`config.mk`:
```
export PLATFORM = sky130hd
export DESIGN_NAME = bll_cell
export DESIGN_NICKNAME = d
export VERILOG_FILES = /design/src/hdl/assert_macros.svh /design/src/hdl/bll_pkg.sv /design/src/hdl/bll_cell.sv
export SDC_FILE = /design/constraint.sdc
export NUM_CORES = 1
export LEC_CHECK = 0
export ABC_AREA = 1
export BUFFER_PORTS_ARGS = -buffer_cell sky130_fd_sc_hd__buf_4
export CELL_PAD_IN_SITES_DETAIL_PLACEMENT = 0
export CELL_PAD_IN_SITES_GLOBAL_PLACEMENT = 1
export CORE_ASPECT_RATIO = 1.1
export CORE_MARGIN = 10
export CORE_UTILIZATION = 36
export DETAILED_ROUTE_END_ITERATION = 10
export PLACE_DENSITY_LB_ADDON = 0.3
export SLEW_MARGIN = 20
export SYNTH_ARGS = -nofsm -noshare
export SYNTH_HDL_FRONTEND = slang
export SYNTH_SLANG_ARGS = --single-unit
```
`constraint.sdc`:
```
create_clock -name clock -period 4.35 [get_ports clock]
set_clock_uncertainty 0.2 [all_clocks]
set_input_delay 0.435 -clock clock [delete_from_list [all_inputs] [get_ports clock]]
set_output_delay 0.435 -clock clock [all_outputs]
set_load 0.005 [all_outputs]
```
`src/hdl/assert_macros.svh`:
```
// ---------------------------------------------------------------------------
// Assertion macros
// Shared concurrent assertion forms for the list engine.
// ---------------------------------------------------------------------------
`ifndef ASSERT_MACROS_SVH
`define ASSERT_MACROS_SVH

// same-cycle implication
`define BLL_ASSERT_IMP(label, clk, rst, ante, cons) \
   label: assert property (@(posedge clk) disable iff (rst) (ante) |-> (cons)) \
      else $error("assertion failed");

// next-cycle implication
`define BLL_ASSERT_NXT(label, clk, rst, ante, cons) \
   label: assert property (@(posedge clk) disable iff (rst) (ante) |=> (cons)) \
      else $error("assertion failed");

// invariant
`define BLL_ASSERT_ALW(label, clk, rst, cond) \
   label: assert property (@(posedge clk) disable iff (rst) (cond)) \
      else $error("assertion failed");

`endif

```
`src/hdl/bll_pkg.sv`:
```
// ---------------------------------------------------------------------------
// bll_pkg
// Types and codes shared by the list engine and its cells.
// ---------------------------------------------------------------------------
package bll_pkg;

   localparam int DATA_W = 32;
   localparam int OP_W   = 3;
   localparam int ST_W   = 2;
   localparam int MODE_W = 3;

   localparam logic [OP_W-1:0] OP_INS_FRONT = 3'd0;
   localparam logic [OP_W-1:0] OP_INS_REAR  = 3'd1;
   localparam logic [OP_W-1:0] OP_INS_AFTER = 3'd2;
   localparam logic [OP_W-1:0] OP_DEL_FRONT = 3'd3;
   localparam logic [OP_W-1:0] OP_DEL_REAR  = 3'd4;
   localparam logic [OP_W-1:0] OP_DEL_KEY   = 3'd5;

   localparam logic [ST_W-1:0] ST_OK       = 2'd0;
   localparam logic [ST_W-1:0] ST_EMPTY    = 2'd1;
   localparam logic [ST_W-1:0] ST_NOTFOUND = 2'd2;
   localparam logic [ST_W-1:0] ST_FULL     = 2'd3;

   // what a cell does when the wave passes it
   localparam logic [MODE_W-1:0] MODE_PASS      = 3'd0;
   localparam logic [MODE_W-1:0] MODE_REAR      = 3'd1;
   localparam logic [MODE_W-1:0] MODE_SHIFT_IN  = 3'd2;
   localparam logic [MODE_W-1:0] MODE_FIND_INS  = 3'd3;
   localparam logic [MODE_W-1:0] MODE_FIND_DEL  = 3'd4;
   localparam logic [MODE_W-1:0] MODE_SHIFT_OUT = 3'd5;
   localparam logic [MODE_W-1:0] MODE_DEL_REAR  = 3'd6;
   localparam logic [MODE_W-1:0] MODE_DEL_FRONT = 3'd7;

   typedef struct packed {
      logic              active;
      logic [MODE_W-1:0] mode;
      logic [DATA_W-1:0] carry;
      logic [DATA_W-1:0] key;
      logic [DATA_W-1:0] removed;
      logic              found;
   } wave_type;

endpackage

```
`src/hdl/bll_cell.sv`:
```
// ---------------------------------------------------------------------------
// bll_cell
// One list slot: holds a value and a used flag, acts on the passing wave.
// ---------------------------------------------------------------------------
module bll_cell (
   input  logic                          clock,
   input  logic                          reset,
   input  bll_pkg::wave_type             wave_in,
   output bll_pkg::wave_type             wave_out,
   input  logic [bll_pkg::DATA_W-1:0]    nb_value,
   input  logic                          nb_used,
   output logic [bll_pkg::DATA_W-1:0]    value_out,
   output logic                          used_out
);

   logic [bll_pkg::DATA_W-1:0] val_ff, val_in;
   logic                       used_ff, used_in;
   bll_pkg::wave_type          wave_ff, wave_in_nx;
   logic                       hit;

   assign hit = used_ff && (val_ff == wave_in.key);

   always_comb begin
      val_in     = val_ff;
      used_in    = used_ff;
      wave_in_nx = wave_in;
      if (wave_in.active) begin
         case (wave_in.mode)
            bll_pkg::MODE_PASS: begin
            end
            bll_pkg::MODE_REAR: begin
               if (!used_ff) begin
                  val_in          = wave_in.carry;
                  used_in         = 1'b1;
                  wave_in_nx.mode = bll_pkg::MODE_PASS;
               end
            end
            bll_pkg::MODE_SHIFT_IN: begin
               val_in  = wave_in.carry;
               used_in = 1'b1;
               if (used_ff) begin
                  wave_in_nx.carry = val_ff;
               end else begin
                  wave_in_nx.mode = bll_pkg::MODE_PASS;
               end
            end
            bll_pkg::MODE_FIND_INS: begin
               if (hit) begin
                  wave_in_nx.found = 1'b1;
                  wave_in_nx.mode  = bll_pkg::MODE_SHIFT_IN;
               end
            end
            bll_pkg::MODE_FIND_DEL: begin
               if (hit) begin
                  wave_in_nx.found   = 1'b1;
                  wave_in_nx.removed = val_ff;
                  wave_in_nx.mode    = bll_pkg::MODE_SHIFT_OUT;
                  val_in             = nb_value;
                  used_in            = nb_used;
               end
            end
            bll_pkg::MODE_SHIFT_OUT: begin
               val_in  = nb_value;
               used_in = nb_used;
            end
            bll_pkg::MODE_DEL_REAR: begin
               if (used_ff && !nb_used) begin
                  used_in            = 1'b0;
                  wave_in_nx.found   = 1'b1;
                  wave_in_nx.removed = val_ff;
                  wave_in_nx.mode    = bll_pkg::MODE_PASS;
               end
            end
            bll_pkg::MODE_DEL_FRONT: begin
               wave_in_nx.found   = 1'b1;
               wave_in_nx.removed = val_ff;
               wave_in_nx.mode    = bll_pkg::MODE_SHIFT_OUT;
               val_in             = nb_value;
               used_in            = nb_used;
            end
            default: begin
            end
         endcase
      end
   end

   always_ff @(posedge clock) begin
      val_ff <= val_in;
      if (reset) begin
         used_ff        <= 1'b0;
         wave_ff.active <= 1'b0;
      end else begin
         used_ff <= used_in;
         wave_ff <= wave_in_nx;
      end
   end

   assign wave_out  = wave_ff;
   assign value_out = val_ff;
   assign used_out  = used_ff;

endmodule

```
==> reports/qor.yml <==
hold_class: "input port to flop"
synth_cell_types: 31
peakVddDrop_mv: 0.2509
die_h_microns: 170.6
postSynthAreaPerCell_sq_um: 8.547
hold_slack_ns: 0.02148
setup_viol: 0
wirelength_microns: 25900
clkPwrFrac_pct: 39.3
startpoint: "wave_in[43]"
grt.overflow.total: 0
syn2layout_area_growth_pct: 40.43
cts_setup_buffers: 0
syn_area_sq_um: 7418
synth-seq-cells: 134
die_area_sq_um: 26760
path_max_fanout: 50
clk_pin_slew_ns: 0.06
slew_violations: 0
vias: 6811
seqCellArea_sq_um: 4005
setup_tns_ns: 0
htree_levels: 4
cp.required_ns: 4.29
ff2ff_path_depth: 12
switching_share_pct: 27.18
met3_usage_pct: 6.553
drtPass1Iterations: 5
ios: 270
relSlewSlack_pct: 34.82
critPathKind: "input port to flop"
hp-start: "wave_in[44]"
cp.arrival_ns: 3.08
fmax_ghz: 0.3190
cap_violations: 0
intPower_mw: 2.691
clk_latency_ns: 0.42
ys_seq_area_share_pct: 53.97
worst_slack_ns: 1.215
hold_depth: 1
cts_sinks: 134
place.port_buffers: 269
fillCellCount: 1962
netlist_instances: 868
endpoint_kind: "flop"
final_layout_size_suffix_gt1_share_pct: 35.12
gr-usage-met2_pct: 29.88
num_antenna_cells: 0
antenna_found_initial: 0
grt_first_pass_wirelength_microns: 38840
r2r-end: "wave_out[22]$_DFFE_PN_"
power_density_nw_per_um2: 354.7
cp-start-kind: "input port"
synth_nets: 1004
hold_violations: 0
cts_tree: "yes"
die_w_microns: 156.9
p_comb_share_pct: 17.3
avgViaCountPerCell: 4.813
power_leakage_nw: 4.733
rsz0062_at_grt: "no"
gp_congestion: 0.8799
dp_worst_setup_slack_ns: 1.173
yosysWarnings: 0
pwr-share-seq_pct: 43.3
fin_nets: 1282
multi_input_area_sq_um: 2761
rows: 55
clockBufferDepth: 2
grt_max_degree: 69
drc: 0
reg2reg_setup_slack_ns: 1.27
cts_buffers: 17
core_sq_um: 20440
grt_usage_pct: 18.95
switchingPower_mw: 1.004
layout_commonest_cell: "buf_4"
min_period_ns: 3.135
cts-root-buf: "clkbuf_16"
final_cell_mix: "buf_4, nand2_1, edfxtp_1, inv_1, o21ai_0"
worstHoldEndpoint: "wave_out[44]$_DFFE_PN_"
grt.met1_usage_pct: 23.74
fin_util_pct: 50.97
initial_core_util_pct: 36.30
hpwl_microns: 19750
status: "finished, final reports clean"
tightest_slew_ns: 0.9754
wl_per_cell_microns: 18.31
busiest_layer: "met2"
finalCritPeriodShare_pct: 72.08
grt_pass1_vias: 6838
r2r_start: "value_out[10]$_DFFE_PP_"
drt_iter0_drc: 304
ant_nets: 0
## worst max-delay path: stages
cell	delay (ns)
dlygate4sd3_1	0.54
buf_4	0.14
inv_1	0.04
nand2_1	0.06
nand2_1	0.10
nand3_2	0.07
nor2_2	0.13
nand2_2	0.07
nor2_4	0.14
nand3_4	0.14
nand2_4	0.17
nand3_4	0.64
nand2_2	0.26
o21ai_2	0.07
## cells in the mapped netlist (all sizes together)
cell type  number  area [sq um]
nand2         282          1144
edfxtp        132          3964
inv           130         488.0
o21ai         103         609.3
nor2           69         271.5
nand3          48         270.3
o211ai         32         240.2
clkbuf         25         93.84
nand4          12         75.07
buf            10         81.32
a21oi           9         45.04
nor3            4         25.02
o21bai          3         22.52
a22oi           2         15.01
dfxtp           2         40.04
a31oi           1         6.260
clkinv          1         5.000
nand3b          1         7.510
o22ai           1         6.260
xnor2           1         8.760
## worst max path at each step
stage	to	slack, ns	cells after the start
4_1_cts	wave_out[22]$_DFFE_PN_	1.20	14
3_5_place_dp	wave_out[22]$_DFFE_PN_	1.17	11
6_report	wave_out[22]$_DFFE_PN_	1.21	14
2_1_floorplan	value_out[0]$_DFFE_PP_	1.08	11
5_1_grt	wave_out[15]$_DFFE_PN_	0.94	15
3_3_place_gp	wave_out[25]$_DFFE_PN_	1.20	11
## kinds of logic (layout without fill, tap and decap cells)
| group | after synthesis | after routing | share of synthesized area, % |
|---|---|---|---|
| simple gates | 416 | 416 | 24.17 |
| xor+xnor | 1 | 1 | 0.1181 |
| flops | 134 | 134 | 53.97 |
| buf+inv | 166 | 457 | 9.006 |
| compound gates | 151 | 151 | 12.73 |
## through the flow
stage / instance area, sq um / power [mW] / std cells
final: 10420 / 3.695 / 1415
after global routing: 10420 / 3.862 / 1415
after floorplan: 7418 / 1.911 / 868
after detailed placement: 9647 / 2.262 / 1364
after global placement: 9647 / 2.255 / 1364
after CTS: 10420 / 3.734 / 1415
## state kept, by name, summed over array words and instances (netlist names)
signal and cells:
used_out 1, value_out 32, wave_out 101
## power groups by stage
stage | combinational [mW] | clock [mW] | sequential [mW]
after floorplan | 0.291 | 0 | 1.62
final | 0.640 | 1.45 | 1.60
after global routing | 0.715 | 1.54 | 1.61
after global placement | 0.628 | 0 | 1.63
after CTS | 0.650 | 1.48 | 1.60
after detailed placement | 0.633 | 0 | 1.63
## routing by layer
metal  routed length, microns  up-vias
li1                         -     3432
met2                    11990      222
met4                      496        0
met1                    11220     3133
met5                        0        -
met3                     2198       24
## what timing repair did
item | CTS | global route
endpoints found under the setup margin | 0 | 0
hold buffers | 19 | 0
resized for setup | 0 | 0
endpoints found under the hold margin | 19 | 0
## cell type report
cell class | count | area share, %
Tap cell | 256 | 3.075
Timing Repair Buffer | 294 | 21.64
Clock buffer | 19 | 4.156
Clock inverter | 13 | 1.417
Multi-Input combinational cell | 568 | 26.51
Sequential cell | 134 | 38.45
Inverter | 131 | 4.756
No activity file was read; power rests on OpenSTA's default activity.
